File: config.mk
export PLATFORM = sky130hd
export DESIGN_NAME = aof_scan
export DESIGN_NICKNAME = d
export VERILOG_FILES = /design/src/rtl/core/aof_pkg.sv /design/src/rtl/core/aof_scan.sv
export SDC_FILE = /design/constraint.sdc
export NUM_CORES = 1
export LEC_CHECK = 0
export BUFFER_PORTS_ARGS = -buffer_cell sky130_fd_sc_hd__buf_2
export CORE_MARGIN = 2
export CORE_UTILIZATION = 54
export DETAILED_ROUTE_END_ITERATION = 8
export PLACE_DENSITY = 0.84
export SETUP_SLACK_MARGIN = 0.2
export SLEW_MARGIN = 40
export SYNTH_ARGS = -nofsm -noshare
export SYNTH_HDL_FRONTEND = slang
export SYNTH_SLANG_ARGS = --single-unit
File: constraint.sdc
create_clock -name aclk -period 6.8 [get_ports aclk]
set_input_delay 1.36 -clock aclk [delete_from_list [all_inputs] [get_ports aclk]]
set_output_delay 1.36 -clock aclk [all_outputs]
set_load 0.02 [all_outputs]
File: src/rtl/core/aof_pkg.sv
// Shared constants, register codes and transaction structs of the alpha outline filter.
// Depends on nothing; every other file of the block but aof_ram imports it.
package aof_pkg;

    localparam int MAX_WIDTH  = 1024;
    localparam int MAX_HEIGHT = 1024;

    localparam int PIX_W   = 32;
    localparam int ALPHA_W = 8;
    localparam int GEOM_W  = 11;
    localparam int CFG_W   = 32;
    localparam int CIDX_W  = 2;

    localparam int WW    = $clog2(MAX_WIDTH + 1);
    localparam int HW    = $clog2(MAX_HEIGHT + 1);
    localparam int QW    = $clog2(MAX_WIDTH * MAX_HEIGHT + MAX_WIDTH + 1);
    localparam int AW    = $clog2(2 * MAX_WIDTH);
    localparam int CNT_W = $clog2(QW + 1);

    localparam int RAM_DEPTH = 2 ** AW;

    localparam int NB_W  = 3;
    localparam int NB_L  = 0;
    localparam int NB_C  = 1;
    localparam int NB_R  = 2;
    localparam int MID_W = PIX_W + NB_W;

    localparam int RST_WIDTH  = (16 > MAX_WIDTH) ? MAX_WIDTH : 16;
    localparam int RST_HEIGHT = (32 > MAX_HEIGHT) ? MAX_HEIGHT : 32;
    localparam int RST_TOTAL  = RST_WIDTH * RST_HEIGHT;
    localparam logic [PIX_W-1:0] RST_COLOR = 32'hFF00_00FF;

    typedef enum logic [CIDX_W-1:0] {
        REG_WIDTH  = 2'd0,
        REG_HEIGHT = 2'd1,
        REG_COLOR  = 2'd2
    } cfg_reg_t;

    typedef struct packed {
        logic [WW-1:0]    width;
        logic [HW-1:0]    height;
        logic [QW-1:0]    total;
        logic [QW-1:0]    total_w;
        logic [PIX_W-1:0] color;
    } geom_t;

    typedef struct packed {
        logic          valid;
        logic [WW-1:0] value;
    } rem_t;

    typedef struct packed {
        logic            has_result;
        logic            frame_last;
        logic            row_first;
        logic            row_last;
        logic            col_first;
        logic            col_last;
        logic [NB_W-1:0] below;
    } item_ctl_t;

endpackage

File: src/rtl/core/aof_scan.sv
// Input stage: item and column counters, neighbor flag history, row memory write
// data and read addresses, and the per-transaction control word. Depends on aof_pkg.
module aof_scan import aof_pkg::*; (
    input  logic             aclk,
    input  logic             aresetn,
    input  logic             accept,
    input  logic [PIX_W-1:0] s_pixel_in,
    input  logic             s_drain,
    input  geom_t            geom,
    input  rem_t             col_load,
    output logic [QW-1:0]    item_count,
    output logic [AW-1:0]    wr_addr,
    output logic [AW-1:0]    mid_addr,
    output logic [AW-1:0]    top_addr,
    output logic [MID_W-1:0] mid_wdata,
    output logic [NB_W-1:0]  top_wdata,
    output item_ctl_t        ctl
);

    logic [QW-1:0]    count_reg, count_next;
    logic [WW-1:0]    col_reg, col_next;
    logic [AW-1:0]    wptr_reg, wptr_next;
    logic [PIX_W-1:0] prev_pix_reg;
    logic [1:0]       hist_reg;

    logic [PIX_W-1:0] store_pix;
    logic             flag;
    logic [NB_W-1:0]  nb_now;
    logic             after, over, at_end, restart;
    logic [WW-1:0]    col_inc;

    always_comb begin
        after  = count_reg > QW'(geom.width);
        over   = count_reg > geom.total_w;
        at_end = count_reg == geom.total_w;

        // A drain transaction, or anything past the last pixel, stores a clear pixel.
        store_pix = ((count_reg < geom.total) && !s_drain) ? s_pixel_in : '0;
        flag      = |store_pix[ALPHA_W-1:0];
        nb_now    = {flag, hist_reg[0], hist_reg[1]};

        ctl.has_result = after && !over;
        ctl.frame_last = at_end;
        ctl.row_first  = count_reg <= QW'({geom.width, 1'b0});
        ctl.row_last   = count_reg > geom.total;
        ctl.col_first  = (col_reg == WW'(1)) || (geom.width == WW'(1));
        ctl.col_last   = col_reg == '0;
        ctl.below      = nb_now;

        restart = after && (over || at_end);
        col_inc = col_reg + 1'b1;

        count_next = count_reg;
        col_next   = col_reg;
        wptr_next  = wptr_reg;
        if (accept) begin
            count_next = restart ? '0 : count_reg + 1'b1;
            col_next   = (restart || (col_inc == geom.width)) ? '0 : col_inc;
            wptr_next  = wptr_reg + 1'b1;
        end else if (col_load.valid) begin
            col_next = col_load.value;
        end
    end

    always_ff @(posedge aclk) begin
        if (!aresetn) begin
            count_reg <= '0;
            col_reg   <= '0;
            wptr_reg  <= '0;
        end else begin
            count_reg <= count_next;
            col_reg   <= col_next;
            wptr_reg  <= wptr_next;
        end
    end

    always_ff @(posedge aclk) begin
        if (accept) begin
            prev_pix_reg <= store_pix;
            hist_reg     <= {hist_reg[0], flag};
        end
    end

    assign item_count = count_reg;
    assign wr_addr    = wptr_reg;
    assign mid_addr   = wptr_reg - AW'(geom.width);
    assign top_addr   = wptr_reg - AW'({geom.width, 1'b0});
    assign mid_wdata  = {prev_pix_reg, nb_now};
    assign top_wdata  = nb_now;

endmodule

=== After elaboration in Yosys (flattened, before gate mapping) ===
Cells that the tools add are included.

* Flip-flop bits (word level): 77
* Word-level logic and storage cells: 36
* Input port bits: 144
* Output and inout bits: 101

* Equal/unequal tests: 4
* Mux-type cells: 5
* Order comparisons: 5
* Add/sub/neg operators: 5
* Reduce and logical (&&, ||, !) cells: 11

{| class="wikitable"
|+ Operator list
! cell !! count
|-
| > comparator 21 bit || 2
|-
| two-way mux 11 bit || 3
|-
| adder 11 x 1 -> 11 bit (second input constant) || 2
|-
| == test 11 x 1 -> 1 bit (second input constant) || 2
|-
| subtractor 11 bit || 2
|-
| adder 21 x 1 -> 21 bit (second input constant) || 1
|-
| == test 21 bit || 1
|-
| > comparator 21 x 11 -> 1 bit || 1
|-
| less-or-equal comparator 21 x 12 -> 1 bit || 1
|-
| less-than comparator 21 bit || 1
|-
| two-way mux 21 bit || 1
|-
| == test 11 bit || 1
|-
| zero test 11 bit || 1
|-
| two-way mux 8 bit || 1
|-
| OR reduction 8 bit || 1
|-
| logical AND 1 bit || 3
|-
| logical OR 1 bit || 3
|-
| zero test 1 bit || 2
|-
| nonzero test 2 bit || 1
|}

=== Logic depth before layout (Yosys ltp) ===
Gate-level depths: netlist of run 1.

* Word-level depth: 6
* Depth in mapped cells: 10
* Mapped depth without buffers: 10

=== Worst setup path before layout of run 1 ===
Ideal clock, no wire load.

* Kind: in2out
* From: in geom[54] (netlist bit)
* To: out ctl[2] (netlist bit)
* Path buffers: 1
* Arrival: 3184 ps
* Slack: 2256 ps
* Required time: 5440 ps
* Stages: 10
* Cell sequence: inv_1 ha_1 nor2b_1 o21a_1 o21a_1 o21a_1 o21ai_0 and4b_1 a21boi_0 buf_4

* Cells in the longest elaborated chain, start to end: 4

{| class="wikitable"
|+ RTL lines
! item !! line !! source
|-
| start, declared || aof_scan.sv:9 || <nowiki>input geom_t geom,</nowiki>
|-
| less-than comparator 21 bit || aof_scan.sv:38 || <nowiki>store_pix = ((count_reg < geom.total) && !s_drain) ? s_pixel_in : '0;</nowiki>
|-
| logical AND 1 bit || aof_scan.sv:38 ||
|-
| two-way mux 8 bit || aof_scan.sv:38 ||
|-
| OR reduction 8 bit || aof_scan.sv:39 || <nowiki>flag = |store_pix[ALPHA_W-1:0];</nowiki>
|-
| end, declared || aof_scan.sv:17 || <nowiki>output item_ctl_t ctl</nowiki>
|}

Every way passes these cells.

==> results of run 1 <==
## per-stage QoR
step / total power [µW] / instances / hold WS (ps)
4_1_cts: 1310 / 1055 / 534
6_report: 1310 / 1055 / 531
2_1_floorplan: 722 / 718 / 608
3_5_place_dp: 816 / 1039 / 519
3_3_place_gp: 807 / 1037 / 523
5_1_grt: 1370 / 1055 / 548
## cell type report
| type | count | area (µm²) |
|---|---|---|
| tap | 143 | 179 |
| clock inverter | 7 | 81.3 |
| sequential | 77 | 1880 |
| inverter | 74 | 278 |
| timing repair buffer | 205 | 1040 |
| multi-input combinational | 540 | 3980 |
| fill | 958 | 3760 |
| clock buffer | 9 | 225 |
## synth_stat cells, drive strengths merged, types with 2 or more instances
cell type  count  area [µm²]
o21a          13        97.6
o22ai          3        37.5
nor2          70         270
o211ai         9        67.6
xnor2         32         280
xor2          28         245
a21o          13        98.9
and2          35         219
or2            4        25.0
ha            88        1100
nand4         24         156
o32ai          2        25.0
dfxtp         43         861
a21boi         4        30.0
o31ai          2        15.0
or4            3        22.5
edfxtp        34        1020
a31oi          3        18.8
buf           17         130
nor2b         11        68.8
nand3b         2        15.0
a211oi         2        15.0
o21ai         32         183
and3          10        68.8
nand2         37         139
a21oi         35         179
o2111ai        9        78.8
mux2i          3        30.0
o21bai         2        22.5
nor3          13        70.1
fa             2        40.0
and4           3        26.3
nor4          12        75.1
a2111oi        2        17.5
inv           74         278
nand3         22         128
clkbuf        10        67.6
## path summary, 6_finish.rpt
path	to	slack, ps	cells after the start
hold / removal	hist_reg[1]$_DFFE_PP_	530	0
setup reg to reg	item_count[13]$_SDFFE_PN0P_	3820	8
setup / recovery	ctl[2]	1760	12
hold reg to reg	hist_reg[1]$_DFFE_PP_	530	0
## report_power, final
| group | switching (µW) | internal [µW] | leakage [µW] |
|---|---|---|---|
| registers | 22.6 | 509 | 0.000678 |
| logic | 163 | 112 | 0.00299 |
| clock network | 211 | 290 | 0.000152 |
| total | 396 | 912 | 0.00382 |
## layout by cell type (no fill, tap or decap), types with 8 or more instances in the layout
cell	synthesis	final
sky130_fd_sc_hd__buf_2	2	201
sky130_fd_sc_hd__ha_1	88	88
sky130_fd_sc_hd__inv_1	74	74
sky130_fd_sc_hd__nor2_1	69	69
sky130_fd_sc_hd__dfxtp_1	43	43
sky130_fd_sc_hd__nand2_1	37	37
sky130_fd_sc_hd__and2_1	35	35
sky130_fd_sc_hd__a21oi_1	34	34
sky130_fd_sc_hd__edfxtp_1	34	34
sky130_fd_sc_hd__xnor2_1	32	32
sky130_fd_sc_hd__xor2_1	28	28
sky130_fd_sc_hd__o21ai_0	25	25
sky130_fd_sc_hd__nand4_1	23	23
sky130_fd_sc_hd__nand3_1	20	20
sky130_fd_sc_hd__o21a_1	13	13
sky130_fd_sc_hd__nor3_1	12	12
sky130_fd_sc_hd__nor4_1	12	12
sky130_fd_sc_hd__a21o_1	12	12
sky130_fd_sc_hd__nor2b_1	11	11
sky130_fd_sc_hd__o2111ai_1	9	9
sky130_fd_sc_hd__o211ai_1	9	9
sky130_fd_sc_hd__clkbuf_16	0	9
sky130_fd_sc_hd__and3_1	8	8
## cell families (layout without fill, tap and decap cells)
family	count (synthesis)	in the layout	share of synthesized area [%]
AND/OR/NAND/NOR	250	250	20.8
AO/OA/AOI/OAI	136	136	15.0
buffers and inverters	101	295	7.51
adder cells (fa/ha/maj)	90	90	18.0
flip-flops	77	77	29.7
XOR/XNOR	60	60	8.30
multiplexers	4	4	0.711
## per-layer routing
metal,routed length (µm),vias to the layer above,track usage (%)
met5,0,-,0
met4,247,0,6.59
met3,1140,25,5.56
met2,7650,223,43.6
met1,7270,2674,35.1
li1,-,2929,-
==> out/qor.json, run 1 <==
{
  "floorplanning": {
    "die_area_mm2": 0.0126,
    "initial_utilization_pct": 55.4,
    "design.core.area_mm2": 0.0114,
    "num_rows": 39,
    "fp.dieH_um": 112,
    "floorplan.die.width_um": 112,
    "boundaryPins": 245
  },
  "timing": {
    "rsz0062_at_grt": "no",
    "post-route-period-util_pct": 74.1,
    "setup_total_negative_slack_ps": 0,
    "final_hold_viol_count": 0,
    "finalSetupViolCount": 0,
    "drv_slew": 0,
    "clock_skew_ps": 8.13,
    "worst_slew_margin_rel_pct": 54.4,
    "clock.fmax_ghz": 0.199,
    "layout_min_cycle_time_ps": 5040,
    "worst_slew_pin_slew_ps": 684,
    "finalWorstSetupSlack_ps": 1760
  },
  "cells_and_area": {
    "layout.core_utilization_pct": 67.1,
    "area_delta_synth_final_pct": 21.0,
    "diodes": 0,
    "drive_above_1_share_pct": 27.1,
    "largest_register_ff_count": 32,
    "final_area_mm2": 0.00766,
    "nets": 1141
  },
  "synthesis": {
    "ys_dominant_reg_cell": "sky130_fd_sc_hd__dfxtp_1",
    "ys_seq_area_share_pct": 29.7,
    "ys_warn_count": 0,
    "yosys_reg_bits": 77,
    "syn_nets": 952,
    "synth_edf_count": 34,
    "synth_cells": 718,
    "synth-async-reset-ratio_pct": 0,
    "synth_cell_types": 64,
    "synthesis.area_mm2": 0.00633,
    "syn_area_per_cell_um2": 8.82
  },
  "detailed_routing": {
    "post_drt_wl_per_cell_um": 15.5,
    "route.final.wire_length_um": 16300,
    "dr_total_vias": 5851,
    "ant_nets": 0,
    "starting_drc_count_in_detailed_routing": 286,
    "route.detailed.vias_per_inst": 5.55,
    "first_pass_iteration_count_of_the_detailed_router": 4,
    "drcViolationCount": 0
  },
  "cts": {
    "ctsRootBufferMaster": "sky130_fd_sc_hd__clkbuf_16",
    "insertion_delay_ps": 350,
    "clock_tree_from_tritoncts": "built",
    "clock_pin_slew_on_the_worst_setup_and_hold_paths_ps": 60,
    "num_cts_buffers": 9,
    "cts_hold_repair.buffers": 0,
    "numClockSinks": 77,
    "cts.path.max_buffers": 2,
    "postCtsSetupBuffers": 0,
    "cts_repair_resize_count": 0,
    "cts.htree.levels": 3
  },
  "grt": {
    "maximum_number_of_pins_on_one_net_before_global_route_repair": 37,
    "antenna_found_initial": 0,
    "first_pass_grt_wire_length_um": 26800,
    "first_global_vias": 5499,
    "grt_util_all_layers_pct": 26.2,
    "global_route.overflow_total": 0
  },
  "power": {
    "power.ir.vdd_worst_v": 0.000194,
    "power.static_leakage_uw": 0.00382,
    "power.density_cell_area_mw_per_mm2": 171
  },
  "placement": {
    "gp_weighted_congestion": 0.919,
    "dp_worst_setup_slack_ps": 1750,
    "buffer_ports.inserted": 201,
    "dpl.hpwl_um": 12800,
    "placed_area_mm2": 0.00735
  },
  "worst_setup_path": {
    "timing.setup.critical_path_class": "primary input to output port",
    "cp_common_cell": "sky130_fd_sc_hd__o21a_1",
    "crit_arrival_ps": 3680,
    "critPathTopFamily": "compound AO/OA/AOI/OAI gates",
    "crit_path_start": "geom[54]",
    "timing.critical_path.slowest_stage_cell": "sky130_fd_sc_hd__a21boi_0",
    "worstPathCellList": "buf_2, inv_1, ha_1, nor2b_1, o21a_1, o21a_1, o21a_1, o21ai_0, and4b_1, buf_4, a21boi_0, buf_2",
    "worstPathMaxFanout": 33,
    "max_stage_delay_ps": 400,
    "worst_path_buffer_plus_inverter_count": 4,
    "r2r_start": "item_count[14]$_SDFFE_PN0P_",
    "setup.worst_path.start_class": "primary input",
    "timing.critical_path.required_ps": 5440,
    "critPathCaptureType": "output port"
  },
  "run_status": {
    "run_status": "complete, no violations"
  },
  "job": {
    "maxCapViolCount": 0
  },
  "worst_hold_path": {
    "hold_start": "hist_reg[0]$_DFFE_PP_",
    "worstHoldPathType": "register to register"
  }
}
(Power assumes the default switching activity.)
==> run 2: changes to the inputs <==
- CORE_UTILIZATION: 54 -> 45
- PLACE_DENSITY: 0.84 -> 0.75
- clock period: 6.8 -> 4.09 ns (I/O delays scaled with it)
==> run 2 against run 1 <==
  * Global-route usage down 4.9 points
  * Die area up 19%
  * Via count down 1.3%
  * Sequential power up 66%
==> out/qor.json, run 2 (synthesized netlist as in run 1, its figures left out) <==
{
  "worst_setup_path": {
    "worst_path_buffer_plus_inverter_count": {"value": 3, "change": "-1"},
    "timing.critical_path.required": {"value": 3270, "unit": "ps", "change": "-2170 ps"},
    "reg2reg_setup_slack": {"value": 1340, "unit": "ps", "change": "-2480 ps"},
    "worstPathCellList": "buf_2, inv_1, ha_1, nor2b_1, o21ai_0, a21boi_0, o21ai_1, a21oi_1, or4_1, nand3_1, buf_2",
    "worstPathMaxFanout": {"value": 4, "change": "-88%"},
    "max_stage_delay": {"value": 410, "unit": "ps", "change": "about the same"},
    "crit_arrival": {"value": 2890, "unit": "ps", "change": "-790 ps"},
    "timing.setup.critical_path_class": "primary input to output port",
    "critPathTopFamily": "compound AO/OA/AOI/OAI gates",
    "timing.critical_path.slowest_stage_cell": "sky130_fd_sc_hd__or4_1",
    "setup.worst_path.start_class": "primary input",
    "critPathCaptureType": "output port",
    "cp_common_cell": "sky130_fd_sc_hd__buf_2"
  },
  "cts": {
    "numClockSinks": {"value": 77, "change": "unchanged"},
    "postCtsSetupBuffers": {"value": 0, "change": "unchanged"},
    "cts.htree.levels": {"value": 3, "change": "unchanged"},
    "insertion_delay": {"value": 340, "unit": "ps", "change": "about the same"},
    "ctsRootBufferMaster": "sky130_fd_sc_hd__clkbuf_16",
    "cts.path.max_buffers": {"value": 2, "change": "unchanged"},
    "num_cts_buffers": {"value": 9, "change": "unchanged"},
    "clock_pin_slew_on_the_worst_setup_and_hold_paths": {"value": 60, "unit": "ps", "change": "about the same"},
    "clock_tree_from_tritoncts": "built"
  },
  "timing": {
    "worst_slew_pin_slew": {"value": 690, "unit": "ps", "change": "+6.41 ps"},
    "clock_skew": {"value": 4.53, "unit": "ps", "change": "-3.61 ps"},
    "post-route-period-util_pct": 90.7,
    "clock.fmax_ghz": 0.269,
    "rsz0062_at_grt": "yes",
    "worst_slew_margin_rel": {"value": 54.0, "unit": "%", "change": "-0.43 points"},
    "finalWorstSetupSlack": {"value": 378, "unit": "ps", "change": "-1380 ps"},
    "drv_slew": {"value": 0, "change": "unchanged"},
    "finalSetupViolCount": {"value": 0, "change": "unchanged"},
    "final.hold.worst_slack": {"value": 497, "unit": "ps", "change": "-33.9 ps"},
    "layout_min_cycle_time_ps": 3710,
    "setup_total_negative_slack": {"value": 0, "unit": "ps", "change": "unchanged"},
    "final_hold_viol_count": {"value": 0, "change": "unchanged"}
  },
  "grt": {
    "first_pass_grt_wire_length": {"value": 25300, "unit": "µm", "change": "-5.7%"},
    "maximum_number_of_pins_on_one_net_before_global_route_repair": {"value": 36, "change": "-2.7%"},
    "first_global_vias": {"value": 5438, "change": "-1.1%"},
    "grt_util_all_layers": {"value": 21.3, "unit": "%", "change": "-4.9 points"},
    "global_route.overflow_total": {"value": 0, "change": "unchanged"},
    "antenna_found_initial": {"value": 0, "change": "unchanged"}
  },
  "detailed_routing": {
    "drcViolationCount": {"value": 0, "change": "unchanged"},
    "route.detailed.vias_per_inst": {"value": 5.27, "change": "-5.0%"},
    "first_pass_iteration_count_of_the_detailed_router": {"value": 7, "change": "+3"},
    "post_drt_wl_per_cell": {"value": 14.7, "unit": "µm", "change": "-4.7%"},
    "route.final.wire_length": {"value": 16200, "unit": "µm", "change": "-0.96%"},
    "dr_total_vias": {"value": 5773, "change": "-1.3%"},
    "ant_nets": {"value": 0, "change": "unchanged"},
    "starting_drc_count_in_detailed_routing": {"value": 247, "change": "-14%"}
  },
  "cells_and_area": {
    "largest_register_ff_count": {"value": 32, "change": "unchanged"},
    "area_delta_synth_final_pct": 22.0,
    "drive_above_1_share": {"value": 27.5, "unit": "%", "change": "+0.43 points"},
    "layout_common_cells": "sky130_fd_sc_hd__buf_2 (201), sky130_fd_sc_hd__ha_1 (88), sky130_fd_sc_hd__inv_1 (74), sky130_fd_sc_hd__nor2_1 (69), sky130_fd_sc_hd__dfxtp_1 (43)",
    "mostFrequentLayoutCell": "sky130_fd_sc_hd__buf_2",
    "diodes": {"value": 0, "change": "unchanged"},
    "nets": {"value": 1145, "change": "+0.35%"},
    "layout.core_utilization": {"value": 55.8, "unit": "%", "change": "-11 points"},
    "finish.cell_count_without_fillers": {"value": 1096, "change": "+3.9%"}
  },
  "placement": {
    "dpl.hpwl": {"value": 12700, "unit": "µm", "change": "-0.80%"},
    "placed_instances": {"value": 1080, "change": "+3.9%"},
    "gp_weighted_congestion": {"value": 0.863, "change": "-6.0%"},
    "buffer_ports.inserted": {"value": 201, "change": "unchanged"},
    "dp_worst_setup_slack": {"value": 329, "unit": "ps", "change": "-1420 ps"}
  },
  "floorplanning": {
    "num_rows": {"value": 43, "change": "+10%"},
    "design.core.area": {"value": 0.0138, "unit": "mm²", "change": "+21%"},
    "fp.dieH": {"value": 123, "unit": "µm", "change": "+9.2%"},
    "initial_utilization": {"value": 45.8, "unit": "%", "change": "-9.7 points"},
    "boundaryPins": {"value": 245, "change": "unchanged"},
    "floorplan.die.width": {"value": 123, "unit": "µm", "change": "+9.2%"},
    "die_area": {"value": 0.0150, "unit": "mm²", "change": "+19%"}
  },
  "power": {
    "power.static_leakage": {"value": 0.00382, "unit": "µW", "change": "+0.17%"},
    "power.density_cell_area": {"value": 275, "unit": "mW/mm²", "change": "+61%"},
    "power.ir.vdd_worst": {"value": 0.000383, "unit": "V", "change": "+98%"}
  },
  "run_status": {
    "run_status": "complete, no violations"
  },
  "job": {
    "maxCapViolCount": {"value": 0, "change": "unchanged"}
  },
  "worst_hold_path": {
    "worstHoldPathType": "register to register"
  }
}
[run 2: cell types whose count changed in the layout (fill, tap and decap cells not counted), sizes merged]
cell,before,now
inv,77,78
clkinv,3,1
buf,205,209
clkinvlp,0,2
bufinv,1,0
[run 2: timing repair]
item	4_1_cts	5_1_grt
hold buffers	0	0
endpoints found under the hold margin	0	0
resized for setup	0	4
setup endpoints to repair	0	6
[run 2: metal layers]
layer	vias up	global-route usage [%]	wire length, µm	part of all wire (%)
met5	-	0	0	0
met4	0	6.75	390	2.4
met3	29	4.37	1060	6.6
met2	199	36.4	7610	47
met1	2610	26.8	7090	44
li1	2935	-	-	-
[run 2: final cells by class]
type / count / area (µm²)
tap: 180 / 225
timing repair buffer: 209 / 1070
inverter: 74 / 278
clock inverter: 7 / 63.8
sequential: 77 / 1880
clock buffer: 9 / 225
multi-input combinational: 540 / 3980
fill: 1267 / 6110
[run 2: stage by stage]
step	area [µm²]	total power, µW
floorplan	6330	1200
global placement	7420	1350
global route	7720	2230
CTS	7720	2140
detailed placement	7430	1350
finish	7720	2120
[run 2: worst paths after layout]
kind | from | to | cells past startpoint
worst max-delay path | geom[87] | mid_addr[10] | 11
worst min-delay path | hist_reg[0]$_DFFE_PP_ | hist_reg[1]$_DFFE_PP_ | 0
worst max register to register | item_count[6]$_SDFFE_PN0P_ | item_count[6]$_SDFFE_PN0P_ | 10
worst min register to register | hist_reg[0]$_DFFE_PP_ | hist_reg[1]$_DFFE_PP_ | 0
[run 2: power breakdown]
part	switching [µW]	internal, µW
Sequential	34.4	847
Clock	357	425
Combinational	272	188
==> run 3: changes to the inputs <==
- ABC_AREA: unset -> 1
- CORE_UTILIZATION: 45 -> 46
- PLACE_DENSITY: 0.75 -> 0.76
==> run 3 against run 2 <==
  * Synthesized cell count grew 26%
  * First-iteration DRC count grew 24%
  * Hold slack gained 5.6 ps
  * Count of clock-buffer cells in the layout grew 1
  * Combinational power shrank 9.8%
  * Final cell count grew 17%
  * Clock skew grew 2.3 ps
  * Sequential cell count is the same
  * Wire length grew 4.0%
  * Critical endpoint is now top_addr[9]
  * Highest routed layer unchanged
==> out/qor.json, run 3 <==
{
  "run_status": {
    "run_status": "complete, no violations"
  },
  "placement": {
    "placed_instances": {"value": 1263, "change": "+17%"},
    "dp_worst_setup_slack": {"value": 538, "unit": "ps", "change": "+209 ps"},
    "gp_weighted_congestion": {"value": 0.902, "change": "+4.5%"},
    "dpl.hpwl": {"value": 13400, "unit": "µm", "change": "+5.4%"},
    "buffer_ports.inserted": {"value": 201, "change": "unchanged"}
  },
  "timing": {
    "clock.fmax": {"value": 0.281, "unit": "GHz", "change": "+4.2%"},
    "worst_slew_margin_rel": {"value": 64.2, "unit": "%", "change": "+10 points"},
    "finalWorstSetupSlack": {"value": 528, "unit": "ps", "change": "+149 ps"},
    "setup_total_negative_slack": {"value": 0, "unit": "ps", "change": "unchanged"},
    "post-route-period-util": {"value": 87.1, "unit": "%", "change": "-3.7 points"},
    "drv_slew": {"value": 0, "change": "unchanged"},
    "rsz0062_at_grt": "no",
    "clock_skew": {"value": 6.84, "unit": "ps", "change": "+2.31 ps"},
    "layout_min_cycle_time": {"value": 3560, "unit": "ps", "change": "-149 ps"},
    "worst_slew_pin_slew": {"value": 537, "unit": "ps", "change": "-153 ps"},
    "finalSetupViolCount": {"value": 0, "change": "unchanged"},
    "final_hold_viol_count": {"value": 0, "change": "unchanged"}
  },
  "grt": {
    "maximum_number_of_pins_on_one_net_before_global_route_repair": {"value": 39, "change": "+8.3%"},
    "first_pass_grt_wire_length": {"value": 27100, "unit": "µm", "change": "+7.2%"},
    "grt_util_all_layers": {"value": 22.6, "unit": "%", "change": "+1.3 points"},
    "first_global_vias": {"value": 5890, "change": "+8.3%"},
    "global_route.overflow_total": {"value": 0, "change": "unchanged"},
    "antenna_found_initial": {"value": 0, "change": "unchanged"}
  },
  "cells_and_area": {
    "drive_above_1_share": {"value": 21.7, "unit": "%", "change": "-5.9 points"},
    "layout_common_cells": "sky130_fd_sc_hd__buf_2 (201), sky130_fd_sc_hd__inv_1 (169), sky130_fd_sc_hd__nand2_1 (149), sky130_fd_sc_hd__nor2_1 (100), sky130_fd_sc_hd__ha_1 (88)",
    "multi_input_comb_area": {"value": 0.00380, "unit": "mm²", "change": "-4.5%"},
    "area_delta_synth_final_pct": 22.1,
    "layout.core_utilization": {"value": 57.2, "unit": "%", "change": "+1.3 points"},
    "mostFrequentLayoutCell": "sky130_fd_sc_hd__buf_2",
    "nets": {"value": 1328, "change": "+16%"},
    "sequential_cell_area": {"value": 0.00188, "unit": "mm²", "change": "unchanged"},
    "diodes": {"value": 0, "change": "unchanged"},
    "fill_cells": {"value": 1333, "change": "+5.2%"},
    "largest_register_ff_count": {"value": 32, "change": "unchanged"},
    "finish.cell_count_without_fillers": {"value": 1279, "change": "+17%"}
  },
  "detailed_routing": {
    "drcViolationCount": {"value": 0, "change": "unchanged"},
    "starting_drc_count_in_detailed_routing": {"value": 307, "change": "+24%"},
    "route.detailed.vias_per_inst": {"value": 4.99, "change": "-5.2%"},
    "dr_total_vias": {"value": 6386, "change": "+11%"},
    "ant_nets": {"value": 0, "change": "unchanged"},
    "route.final.wire_length": {"value": 16800, "unit": "µm", "change": "+4.0%"},
    "first_pass_iteration_count_of_the_detailed_router": {"value": 8, "change": "+1"},
    "post_drt_wl_per_cell": {"value": 13.1, "unit": "µm", "change": "-11%"}
  },
  "synthesis": {
    "yosysTopAreaCellShare": {"value": 17.0, "unit": "%", "change": "-0.38 points"},
    "ys_dominant_reg_cell": "sky130_fd_sc_hd__dfxtp_1",
    "synthesis.area": {"value": 0.00647, "unit": "mm²", "change": "+2.2%"},
    "syn_nets": {"value": 1136, "change": "+19%"},
    "synth_edf_count": {"value": 34, "change": "unchanged"},
    "synth.most_common_cell": "sky130_fd_sc_hd__inv_1",
    "synth-async-reset-ratio": {"value": 0, "unit": "%", "change": "unchanged"},
    "ys_warn_count": {"value": 0, "change": "unchanged"},
    "leading_post_synthesis_cells_by_instance_count": "sky130_fd_sc_hd__inv_1 (169), sky130_fd_sc_hd__nand2_1 (149), sky130_fd_sc_hd__nor2_1 (100), sky130_fd_sc_hd__ha_1 (88), sky130_fd_sc_hd__a21oi_1 (77)",
    "synth_cell_types": {"value": 43, "change": "-33%"},
    "syn_area_per_cell": {"value": 7.17, "unit": "µm²", "change": "-19%"},
    "synth_area_leaders": "sky130_fd_sc_hd__ha_1 (17%), sky130_fd_sc_hd__edfxtp_1 (16%), sky130_fd_sc_hd__dfxtp_1 (13%)",
    "synth_cells": {"value": 902, "change": "+26%"},
    "yosys_reg_bits": {"value": 77, "change": "unchanged"},
    "ys_seq_area_share": {"value": 29.1, "unit": "%", "change": "-0.64 points"},
    "synth_top_cell_by_area": "sky130_fd_sc_hd__ha_1"
  },
  "floorplanning": {
    "floorplan.die.width": {"value": 123, "unit": "µm", "change": "about the same"},
    "design.core.area": {"value": 0.0138, "unit": "mm²", "change": "unchanged"},
    "initial_utilization": {"value": 46.8, "unit": "%", "change": "+1.0 points"},
    "die_area": {"value": 0.0150, "unit": "mm²", "change": "about the same"},
    "boundaryPins": {"value": 245, "change": "unchanged"},
    "fp.dieH": {"value": 123, "unit": "µm", "change": "about the same"},
    "num_rows": {"value": 43, "change": "unchanged"}
  },
  "power": {
    "power.density_cell_area": {"value": 269, "unit": "mW/mm²", "change": "-2.0%"},
    "power.static_leakage": {"value": 0.00435, "unit": "µW", "change": "+14%"},
    "power.ir.vdd_worst": {"value": 0.000207, "unit": "V", "change": "-46%"}
  },
  "worst_setup_path": {
    "worstPathMaxFanout": {"value": 6, "change": "+2"},
    "timing.setup.critical_path_class": "primary input to output port",
    "setup.worst_path.start_class": "primary input",
    "timing.critical_path.required": {"value": 3270, "unit": "ps", "change": "about the same"},
    "critPathCaptureType": "output port",
    "crit_arrival": {"value": 2740, "unit": "ps", "change": "-150 ps"}
  },
  "worst_hold_path": {
    "worstHoldPathType": "register to register"
  },
  "cts": {
    "cts.path.max_buffers": {"value": 2, "change": "unchanged"},
    "numClockSinks": {"value": 77, "change": "unchanged"},
    "cts_repair_resize_count": {"value": 0, "change": "unchanged"},
    "insertion_delay": {"value": 340, "unit": "ps", "change": "about the same"},
    "ctsRootBufferMaster": "sky130_fd_sc_hd__clkbuf_16",
    "clock_tree_from_tritoncts": "built",
    "postCtsSetupBuffers": {"value": 0, "change": "unchanged"},
    "cts.htree.levels": {"value": 3, "change": "unchanged"},
    "num_cts_buffers": {"value": 9, "change": "unchanged"},
    "cts_hold_repair.buffers": {"value": 0, "change": "unchanged"},
    "clock_pin_slew_on_the_worst_setup_and_hold_paths": {"value": 60, "unit": "ps", "change": "about the same"}
  },
  "job": {
    "maxCapViolCount": {"value": 0, "change": "unchanged"}
  }
}
-- run 3: changes by cell type after synthesis, moves of 22 or more --
| cell | delta |
|---|---|
| sky130_fd_sc_hd__nand2_1 | +112 |
| sky130_fd_sc_hd__inv_1 | +95 |
| sky130_fd_sc_hd__a21oi_1 | +43 |
| sky130_fd_sc_hd__nand3_1 | +38 |
| sky130_fd_sc_hd__and2_1 | -34 |
| sky130_fd_sc_hd__nor2_1 | +31 |
| sky130_fd_sc_hd__o21ai_0 | +26 |
| sky130_fd_sc_hd__xnor2_1 | -22 |
-- run 3: worst paths after layout --
path / slack [ps] / cells after the start / start / end
min: 500 / 0 / hist_reg[0]$_DFFE_PP_ / hist_reg[1]$_DFFE_PP_
min reg2reg: 500 / 0 / hist_reg[0]$_DFFE_PP_ / hist_reg[1]$_DFFE_PP_
max reg2reg: 1570 / 12 / item_count[2]$_SDFFE_PN0P_ / item_count[11]$_SDFFE_PN0P_
max: 530 / 12 / geom[85] / top_addr[9]
-- run 3: through the flow --
step                      total power [µW]  cell area, µm²  hold WS, ps
after global placement                1280            7590          479
final                                 2130            7900          502
after detailed placement              1290            7590          488
after CTS                             2150            7900          502
after floorplan                       1140            6470          528
after global routing                  2240            7900          520
-- run 3: cell families after synthesis --
family / synth area share (%)
and+or+nand+nor: 24.9
buffers and inverters: 12.2
DFF: 29.1
adders and majority gates: 17.6
AOI/OAI and AO/OA: 12.4
xor gates and xnor gates: 3.79
-- run 3: metal layers --
metal | track usage (%) | wire [µm] | share of wire [%] | vias to the layer above
li1 | - | - | - | 3338
met1 | 28.1 | 7690 | 46 | 2837
met2 | 40.3 | 7970 | 47 | 196
met3 | 2.97 | 899 | 5.4 | 15
met4 | 7.26 | 245 | 1.5 | 0
met5 | 0 | 0 | 0 | -
-- run 3: cell type report --
| class | instances | area share (%) |
|---|---|---|
| tap | 180 | 2.85 |
| clock buffer | 10 | 2.90 |
| clock inverter | 6 | 1.09 |
| inverter | 171 | 8.15 |
| sequential | 77 | 23.8 |
| timing repair buffer | 205 | 13.1 |
| multi-input combinational | 630 | 48.1 |
-- run 3: where the power goes --
group | switching (µW) | leakage (µW) | internal, µW
clock | 320 | 0.000153 | 535
combinational | 262 | 0.00351 | 153
sequential | 22.4 | 0.000694 | 837
-- run 3: critical path, cell delays in order --
cell and delay [ps]:
sky130_fd_sc_hd__buf_2 160, sky130_fd_sc_hd__ha_1 280, sky130_fd_sc_hd__fa_1 410, sky130_fd_sc_hd__o21ai_0 290
sky130_fd_sc_hd__nand2_1 80, sky130_fd_sc_hd__nand2_1 70, sky130_fd_sc_hd__a21oi_1 80, sky130_fd_sc_hd__o21bai_1 180
sky130_fd_sc_hd__a21o_1 140, sky130_fd_sc_hd__nand2_1 40, sky130_fd_sc_hd__nand2_1 40, sky130_fd_sc_hd__buf_2 150
